File: config.mk
export PLATFORM = sky130hd
export DESIGN_NAME = http_chunked_body_decoder_core
export DESIGN_NICKNAME = d
export VERILOG_FILES = /design/src/rtl/hcbd_pkg.sv /design/src/rtl/hcbd_step.sv /design/src/rtl/http_chunked_body_decoder_core.sv
export SDC_FILE = /design/constraint.sdc
export NUM_CORES = 1
export LEC_CHECK = 0
export ABC_AREA = 1
export BUFFER_PORTS_ARGS = -buffer_cell sky130_fd_sc_hd__buf_4
export CAP_MARGIN = 20
export CORE_ASPECT_RATIO = 0.6
export CORE_MARGIN = 5
export CORE_UTILIZATION = 60
export CTS_CLUSTER_DIAMETER = 80
export DETAILED_ROUTE_END_ITERATION = 12
export PLACE_DENSITY = 0.88
export SKIP_LAST_GASP = 1
export SYNTH_ARGS = -nofsm -noshare
export SYNTH_HDL_FRONTEND = slang
export SYNTH_HIERARCHICAL = 1
export SYNTH_SLANG_ARGS = --single-unit
File: constraint.sdc
create_clock -name clock -period 5.4 [get_ports clock]
set_clock_uncertainty 0.15 [all_clocks]
set_input_delay 1.08 -clock clock [delete_from_list [all_inputs] [get_ports clock]]
set_output_delay 1.08 -clock clock [all_outputs]
set_load 0.02 [all_outputs]
File: src/rtl/hcbd_pkg.sv
// Shared types and constants for the HTTP chunked body decoder.
package hcbd_pkg;

   localparam int SIZE_BITS = 32;
   localparam int BYTE_BITS = 8;
   localparam int KIND_BITS = 2;
   localparam int PHASE_BITS = 3;

   localparam logic [PHASE_BITS-1:0] PH_SIZE  = 3'd0;
   localparam logic [PHASE_BITS-1:0] PH_CR    = 3'd1;
   localparam logic [PHASE_BITS-1:0] PH_DATA  = 3'd2;
   localparam logic [PHASE_BITS-1:0] PH_SKIP1 = 3'd3;
   localparam logic [PHASE_BITS-1:0] PH_SKIP2 = 3'd4;

   localparam logic [KIND_BITS-1:0] KIND_DATA = 2'd0;
   localparam logic [KIND_BITS-1:0] KIND_END  = 2'd1;
   localparam logic [KIND_BITS-1:0] KIND_OVF  = 2'd2;

   localparam logic [BYTE_BITS-1:0] CHAR_CR = 8'h0d;
   localparam logic [BYTE_BITS-1:0] CHAR_LF = 8'h0a;

   typedef logic [SIZE_BITS-1:0] size_type;

   typedef struct packed {
      logic [PHASE_BITS-1:0] phase;
      size_type              size_accum;
      logic                  digits_done;
      size_type              bytes_left;
   } dec_state_type;

   typedef struct packed {
      logic [KIND_BITS-1:0] kind;
      logic [BYTE_BITS-1:0] data_byte;
   } rsp_item_type;

   localparam dec_state_type STATE_RESET = '{
      phase:       PH_SIZE,
      size_accum:  '0,
      digits_done: 1'b0,
      bytes_left:  '0
   };

endpackage

File: src/rtl/hcbd_step.sv
// Per-byte decode step: next decoder state and the result item, if any.
module hcbd_step
   import hcbd_pkg::*;
(
   input  dec_state_type        cur_state,
   input  logic [BYTE_BITS-1:0] in_byte,
   output dec_state_type        next_state,
   output logic                 result_valid,
   output rsp_item_type         result
);

   logic       hex_ok;
   logic [3:0] hex_val;
   size_type   left_dec;

   always_comb begin
      hex_ok  = 1'b0;
      hex_val = 4'd0;
      if (in_byte inside {[8'h30:8'h39]}) begin
         hex_ok  = 1'b1;
         hex_val = in_byte[3:0];
      end else if (in_byte inside {[8'h61:8'h66], [8'h41:8'h46]}) begin
         hex_ok  = 1'b1;
         hex_val = in_byte[3:0] + 4'd9;
      end
   end

   assign left_dec = cur_state.bytes_left - size_type'(1);

   always_comb begin
      next_state   = cur_state;
      result_valid = 1'b0;
      result       = '{kind: KIND_DATA, data_byte: '0};
      case (cur_state.phase)
         PH_CR: begin
            if (in_byte == CHAR_LF) begin
               if (cur_state.size_accum == '0) begin
                  next_state   = STATE_RESET;
                  result_valid = 1'b1;
                  result.kind  = KIND_END;
               end else begin
                  next_state.bytes_left  = cur_state.size_accum;
                  next_state.size_accum  = '0;
                  next_state.digits_done = 1'b0;
                  next_state.phase       = PH_DATA;
               end
            end else if (in_byte != CHAR_CR) begin
               next_state.phase = PH_SIZE;
            end
         end
         PH_DATA: begin
            next_state.bytes_left = left_dec;
            if (left_dec == '0) begin
               next_state.phase = PH_SKIP1;
            end
            result_valid     = 1'b1;
            result.kind      = KIND_DATA;
            result.data_byte = in_byte;
         end
         PH_SKIP1: begin
            next_state.phase = PH_SKIP2;
         end
         PH_SKIP2: begin
            next_state.phase = PH_SIZE;
         end
         default: begin
            next_state.phase = PH_SIZE;
            if (!cur_state.digits_done && hex_ok) begin
               // a set top nibble means one more digit would not fit
               if (cur_state.size_accum[SIZE_BITS-1 -: 4] != 4'd0) begin
                  next_state   = STATE_RESET;
                  result_valid = 1'b1;
                  result.kind  = KIND_OVF;
               end else begin
                  next_state.size_accum = {cur_state.size_accum[SIZE_BITS-5:0], hex_val};
               end
            end else begin
               next_state.digits_done = 1'b1;
               if (in_byte == CHAR_CR) begin
                  next_state.phase = PH_CR;
               end
            end
         end
      endcase
   end

endmodule

File: src/rtl/http_chunked_body_decoder_core.sv
// HTTP/1.1 chunked body decoder: one body byte in, at most one result item out.
//
// Takes one body byte per clock on the req_ stream and keeps it going at one item per
// cycle for as long as the rsp_ side takes results; the decoder state is updated in the
// cycle an item is accepted, so the next byte may follow at once. A result goes to the
// result register, or to the skid register while rsp_ stalls. The output is a two-entry
// buffer (result register plus skid register), so req_tready drops only when both hold
// unsent items. Size line, CR/LF and chunk trailing bytes give no result; each payload
// byte gives a kind-0 item, a zero-size line a kind-1 end item, and a size beyond 32
// bits a kind-2 error item, after which the decoder starts over on a new body.
module http_chunked_body_decoder_core
   import hcbd_pkg::*;
(
   input  logic       clock,
   input  logic       reset,
   input  logic       req_tvalid,
   output logic       req_tready,
   input  logic [7:0] req_tdata,    // [7:0] in_byte
   output logic       rsp_tvalid,
   input  logic       rsp_tready,
   output logic [7:0] rsp_tdata,    // [7:0] payload_byte
   output logic [1:0] rsp_tuser     // [1:0] result_kind
);

   dec_state_type state_ff, state_in;
   dec_state_type step_state;
   logic          step_valid;
   rsp_item_type  step_result;

   logic          out_valid_ff, out_valid_in;
   rsp_item_type  out_item_ff, out_item_in;
   logic          skid_valid_ff, skid_valid_in;
   rsp_item_type  skid_item_ff, skid_item_in;
   logic          req_fire;

   hcbd_step u_step (
      .cur_state    (state_ff),
      .in_byte      (req_tdata),
      .next_state   (step_state),
      .result_valid (step_valid),
      .result       (step_result)
   );

   assign req_tready = !skid_valid_ff;
   assign req_fire   = req_tvalid && req_tready;

   always_comb begin
      state_in      = req_fire ? step_state : state_ff;
      out_valid_in  = out_valid_ff;
      out_item_in   = out_item_ff;
      skid_valid_in = skid_valid_ff;
      skid_item_in  = skid_item_ff;
      if (skid_valid_ff) begin
         // drain skid into the result register
         if (rsp_tready) begin
            out_item_in   = skid_item_ff;
            skid_valid_in = 1'b0;
         end
      end else if (req_fire && step_valid) begin
         if (!out_valid_ff || rsp_tready) begin
            out_valid_in = 1'b1;
            out_item_in  = step_result;
         end else begin
            skid_valid_in = 1'b1;
            skid_item_in  = step_result;
         end
      end else if (rsp_tready) begin
         out_valid_in = 1'b0;
      end
   end

   always_ff @(posedge clock) begin
      if (reset) begin
         state_ff      <= STATE_RESET;
         out_valid_ff  <= 1'b0;
         skid_valid_ff <= 1'b0;
      end else begin
         state_ff      <= state_in;
         out_valid_ff  <= out_valid_in;
         skid_valid_ff <= skid_valid_in;
      end
   end

   always_ff @(posedge clock) begin
      out_item_ff  <= out_item_in;
      skid_item_ff <= skid_item_in;
   end

   assign rsp_tvalid = out_valid_ff;
   assign rsp_tdata  = out_item_ff.data_byte;
   assign rsp_tuser  = out_item_ff.kind;

`ifndef SYNTHESIS
   a_skid_behind_out: assert property (@(posedge clock) disable iff (reset)
      skid_valid_ff |-> out_valid_ff)
      else $error("skid register holds an item while result register is empty");

   a_data_has_count: assert property (@(posedge clock) disable iff (reset)
      (state_ff.phase == PH_DATA) |-> (state_ff.bytes_left != '0))
      else $error("payload phase with zero bytes left");

   a_chunk_clears_size: assert property (@(posedge clock) disable iff (reset)
      (state_ff.phase == PH_DATA || state_ff.phase == PH_SKIP1 ||
       state_ff.phase == PH_SKIP2) |-> (state_ff.size_accum == '0 && !state_ff.digits_done))
      else $error("size line state not cleared inside a chunk");

   a_marker_no_data: assert property (@(posedge clock) disable iff (reset)
      (out_valid_ff && out_item_ff.kind != KIND_DATA) |-> (out_item_ff.data_byte == '0))
      else $error("end or error item carries a nonzero byte");

   a_no_result_skip: assert property (@(posedge clock) disable iff (reset)
      (req_fire && (state_ff.phase == PH_SKIP1 || state_ff.phase == PH_SKIP2))
      |=> ($stable(out_item_ff) || !out_valid_ff || $past(rsp_tready)))
      else $error("trailing byte produced a result");
`endif

endmodule

### Yosys cells after proc, flatten, opt, wreduce, memory -nomap -nowiden

Cells that the tools add are included.
W data, S select, Z words.

* logic and storage cells: 105
* bits of input ports: 12
* bits in registers: 90
* output and inout bits: 12

* order comparisons: 6
* eq/ne operators: 13
* reduce and logical (&&, ||, !) cells: 29
* muxes and demuxes: 41
* add/subtract/negate cells: 2
* bitwise operators: 4

Operator list (number)
* $mux W32: 3
* $pmux W32 S3: 1
* $mux W67: 1
* $pmux W33 S2: 1
* $mux W65: 1
* $logic_not A32 Y1: 2
* $mux W10: 4
* $mux W33: 1
* $sub A32 B1 Y32 const B: 1
* $mux W1: 17
* $eq A8 B4 Y1 const B: 2
* $ge A8 B7 Y1 const B: 2
* $le A8 B7 Y1 const B: 2
* $pmux W3 S4: 1
* $reduce_and A3 Y1: 4
* $reduce_bool A2 Y1: 5
* $mux W3: 3
* $ge A8 B6 Y1 const B: 1
* $le A8 B6 Y1 const B: 1
* $mux W4: 2
* $mux W8: 1
* $ne A8 B4 Y1 const B: 1
* $reduce_and A4 Y1: 2
* $eq A3 B2 Y1 const B: 2
* other kinds (19): 34

### Depth between registers and ports, before layout

* word-level depth: 11
* depth in mapped cells: 16
* mapped depth without buffers: 16

### Modules after synthesis

Netlist, hierarchy kept.

Modules (own cells, without submodules)
* http_chunked_body_decoder_core: sequential area each 2001.9 µm², area an instance 3169.3 µm², instances 1, cells an instance 362
* hcbd_step: sequential area each 0.0 µm², area an instance 2904.0 µm², instances 1, cells an instance 568

### Worst setup path after synthesis

Ideal clock, no wire load.

* kind: input -> register
* start point: in req_tdata[0]
* end point: reg out_item_ff (netlist bit rsp_tdata[0]), enable pin
* setup slack: 1895 ps
* stages on the path: 12
* data arrival time: 2974 ps
* required time: 4870 ps
* buffers on the path: 0
* setup time: 380 ps
* path through: inv_1 ha_1 nor3_1 nor3_2 nor2_4 nor2_8 nand2_8 nor2_8 inv_2 nand3_1 nand3_1 a21oi_1

* longest elaborated chain between the ends: 11
* elaborated cells between the ends (all ways): 20
* classes of those cells: order compare: 6; eq/ne: 1; mux: 5; reduce/logical: 8

Ends and longest elaborated chain
* from (decl): line http_chunked_body_decoder_core.sv:18 `input logic [7:0] req_tdata,`
* $ge A8 B7 Y1 or $le A8 B7 Y1 (tied branches): line hcbd_step.sv:22 `end else if (in_byte inside {[8'h61:8'h66], [8'h41:8'h46]}) begin`
* $logic_and A1 B1 Y1: line hcbd_step.sv:22
* $reduce_bool A2 Y1: line hcbd_step.sv:22
* $mux W1: line hcbd_step.sv:22
* $mux W1: line hcbd_step.sv:19 `if (in_byte inside {[8'h30:8'h39]}) begin`
* $logic_and A1 B1 Y1: line hcbd_step.sv:68 `if (!cur_state.digits_done && hex_ok) begin`
* $mux W1: line hcbd_step.sv:68
* $pmux W1 S3 *: line hcbd_step.sv:34 `case (cur_state.phase)`
* net step_valid: line http_chunked_body_decoder_core.sv:27 `logic step_valid;`
* $logic_and A1 B1 Y1 *: line http_chunked_body_decoder_core.sv:59 `end else if (req_fire && step_valid) begin`
* $reduce_bool A2 Y1 (no source line) *
* $reduce_and A3 Y1 (no source line) *
* to (signal assigned): line http_chunked_body_decoder_core.sv:85 `out_item_ff <= out_item_in;`
* to (decl): line http_chunked_body_decoder_core.sv:31 `rsp_item_type out_item_ff, out_item_in;`

Mark *: on every way through the listed nets, which the timed path passes. The rest lies on a longest branch.
A chain may end at the register's enable or synchronous reset.

### Final worst setup path

* start point: in req_tdata[0]
* end point: reg skid_item_ff[6] in the netlist's numbering, enable pin

* longest elaborated chain between the ends: 10
* elaborated cells between the ends (all ways): 19
* classes of those cells: order compare: 6; eq/ne: 1; mux: 5; reduce/logical: 7

Ends and longest elaborated chain
* $ge A8 B7 Y1 or $le A8 B7 Y1 (tied branches): line hcbd_step.sv:22
* $logic_and A1 B1 Y1: line hcbd_step.sv:22
* $reduce_bool A2 Y1: line hcbd_step.sv:22
* $mux W1: line hcbd_step.sv:22
* $mux W1: line hcbd_step.sv:19
* $logic_and A1 B1 Y1: line hcbd_step.sv:68
* $mux W1: line hcbd_step.sv:68
* $pmux W1 S3 *: line hcbd_step.sv:34
* net step_valid: line http_chunked_body_decoder_core.sv:27
* $logic_and A1 B1 Y1 *: line http_chunked_body_decoder_core.sv:59
* $reduce_and A3 Y1 (no source line) *
* to (signal assigned): line http_chunked_body_decoder_core.sv:86 `skid_item_ff <= skid_item_in;`
* to (decl): line http_chunked_body_decoder_core.sv:33 `rsp_item_type skid_item_ff, skid_item_in;`

Marked as above.

==> impl_metrics.tcl <==
set metrics [dict create \
    start_util_pct 61.5 \
    cts_resized 0 \
    synth_top_flop_cell "dfxtp_1" \
    grt_pass1_wl_um 29700 \
    synth_top_cells_by_area "dfxtp_1 23%, nand2_1 18%, edfxtp_1 9.9%" \
    min_path_cells 2 \
    reg2regPathDepth 11 \
    status "finished clean" \
    htree_levels 3 \
    yosysMostFrequentCell "nand2_1" \
    cts_buffers 9 \
    vias_per_cell 6.05 \
    cap_violations 0 \
    cp-start-kind "primary input" \
    period_minus_slack_ns 3.83 \
    drt_iter0_drc 1278 \
    hpwl_um 13300 \
    synth_top_area_share_pct 23.1 \
    clkSinkCount 90 \
    ant_nets 0 \
    ys_warn_count 6 \
    synthArstFlopShare_pct 0 \
    fin_nets 945 \
    synth_seq_cells 90 \
    grt.total_usage_pct 30.5 \
    grt_pass1_vias 5586 \
    crit_type "in -> reg" \
    ios 24 \
    ir_worst_vdd_v 0.000166 \
    rsz0062_at_grt "no" \
    finalCritPeriodShare_pct 70.9 \
    die_w_um 140 \
    vias 6456 \
    synth_edf_count 20 \
    critPathRequiredTime_ns 5.21 \
    timing.slew.headroom_pct 37.1 \
    synthTopCellsByCount "289 x nand2_1, 113 x nor2_1, 100 x a21oi_1" \
    portBuffers 23 \
    p_leak_nw 2.64 \
    fp.dieH_um 87.9 \
    wl_per_cell_um 17.7 \
    areaGrowthSynthToFinish_pct 6.80 \
    drive_gt1_share_pct 8.69 \
    critPathMaxFanout 19 \
    grt_max_degree 71 \
    synth.avg_cell_area_sq_um 6.53 \
    clk_latency_ns 0.34 \
    max-clock-path-buffers 2 \
    clkTransAtPathRegs_ns 0.07 \
    synth_nets 948 \
    seq_area_frac_synth_pct 33.0 \
    finalHoldViolations 0 \
    syn_inst 930 \
    fin_util_pct 65.7 \
    cts-root-buf "clkbuf_16" \
    dr.pass1.iters 8 \
    place_congestion 1.03 \
    worstHoldPathType "reg -> reg" \
    worst_ep_arrival_time_ns 3.64 \
    yosys.area.top_type "dfxtp_1" \
    worstMarginPinSlew_ns 0.941 \
    setup_viol 0 \
    cts_tree "yes" \
    drc 0 \
    grt_overflow 0 \
    setup_tns_ns 0 \
    max_freq_mhz 261 \
    drv_slew 0 \
    n_antenna_cell 0 \
    netlist_area_sq_mm 0.00607 \
    antenna_found_initial 0 \
    ctsHoldBuffers 0 \
    p_per_area_mw_per_mm2 215 \
    drt_wl_total_um 18800 \
    core_area_sq_mm 0.00988 \
    fillCellCount 886 \
    postCtsSetupRepairBufs 0 \
    totalPowerFinal_w 0.00139 \
    endpoint_kind "flip-flop" \
    num_rows 28 \
    ys_types 41 \
    die-area_sq_mm 0.0123 \
]
-- flip-flops by register name (all words and copies together) (netlist names) --
| register | count |
|---|---|
| skid_valid_ff | 1 |
| state_ff | 68 |
| rsp_tdata | 8 |
| rsp_tuser | 2 |
| skid_item_ff | 10 |
| rsp_tvalid | 1 |
-- final timing paths --
| path | from | end | slack (ns) |
|---|---|---|---|
| min | state_ff[62] | state_ff[62] | 0.32 |
| max | req_tdata[0] | skid_item_ff[6] | 1.57 |
| max reg2reg | state_ff[65] | skid_item_ff[6] | 1.63 |
| min reg2reg | state_ff[62] | state_ff[62] | 0.32 |
-- stage by stage --
stage	instance area, sq um	hold WS [ns]	cells	setup WS, ns
floorplan	6070	0.295	930	1.90
global placement	6160	0.308	1050	1.43
detailed placement	6160	0.315	1050	1.32
CTS	6470	0.324	1066	1.65
global route	6490	0.349	1067	1.46
finish	6490	0.322	1067	1.57
-- worst max-delay path: stages --
cell,delay [ns]
buf_4,0.13
inv_1,0.13
ha_1,0.19
nor3_1,0.06
nor3_2,0.35
nor2_4,0.10
nor2_8,0.16
nand2_8,0.15
nor2_8,0.16
inv_2,0.09
nand3_1,0.13
nand3_1,0.15
nor2_1,0.75
-- per-layer routing --
| metal | wire, um | vias up | global-route usage, % |
|---|---|---|---|
| met5 | 0 | - | 0 |
| li1 | - | 3039 | - |
| met4 | 232 | 0 | 5.45 |
| met2 | 7250 | 454 | 42.3 |
| met3 | 3020 | 40 | 10.6 |
| met1 | 8340 | 2923 | 45.8 |
-- layout by cell type, fill, tap and decap left out, types with 3 or more instances in the layout --
| cell type | instances |
|---|---|
| xnor2_1 | 4 |
| nand3_2 | 3 |
| dfxtp_1 | 70 |
| nand3_1 | 32 |
| nand4_1 | 10 |
| nor2_8 | 4 |
| xor2_1 | 5 |
| nor2_4 | 3 |
| nor2_1 | 113 |
| o22ai_2 | 6 |
| a21oi_2 | 3 |
| o22ai_1 | 42 |
| a21oi_1 | 100 |
| edfxtp_1 | 20 |
| a22oi_1 | 10 |
| ha_1 | 6 |
| o221ai_1 | 3 |
| nand2_1 | 289 |
| o21ai_0 | 19 |
| nor2_2 | 4 |
| buf_4 | 25 |
| o21ai_1 | 8 |
| a221oi_1 | 4 |
| clkbuf_16 | 9 |
| inv_2 | 8 |
| inv_1 | 99 |
| nand2_4 | 3 |
| nor4_1 | 7 |
-- area by class of cell --
type / instances / area (sq um) / area share [%]
clock buffers: 10 / 229 / 3.53
clock inverters: 6 / 76.3 / 1.18
well taps: 135 / 169 / 2.60
multi-input cells: 693 / 3400 / 52.4
flip-flops and latches: 90 / 2000 / 30.9
inverters: 107 / 402 / 6.19
repair buffers: 26 / 208 / 3.20
-- report_power, final --
group          switching (W)  internal (W)
Clock               0.000276      0.000364
Sequential        0.00000151      0.000685
Combinational      0.0000477     0.0000164
-- cell families after synthesis --
| family | count (synthesis) | synth area share, % |
|---|---|---|
| flops | 90 | 33.0 |
| buf+inv | 147 | 11.0 |
| fa+ha+maj | 6 | 1.24 |
| compound gates | 201 | 19.5 |
| simple gates | 477 | 34.0 |
| xor+xnor | 9 | 1.30 |
(Power assumes the default switching activity.)
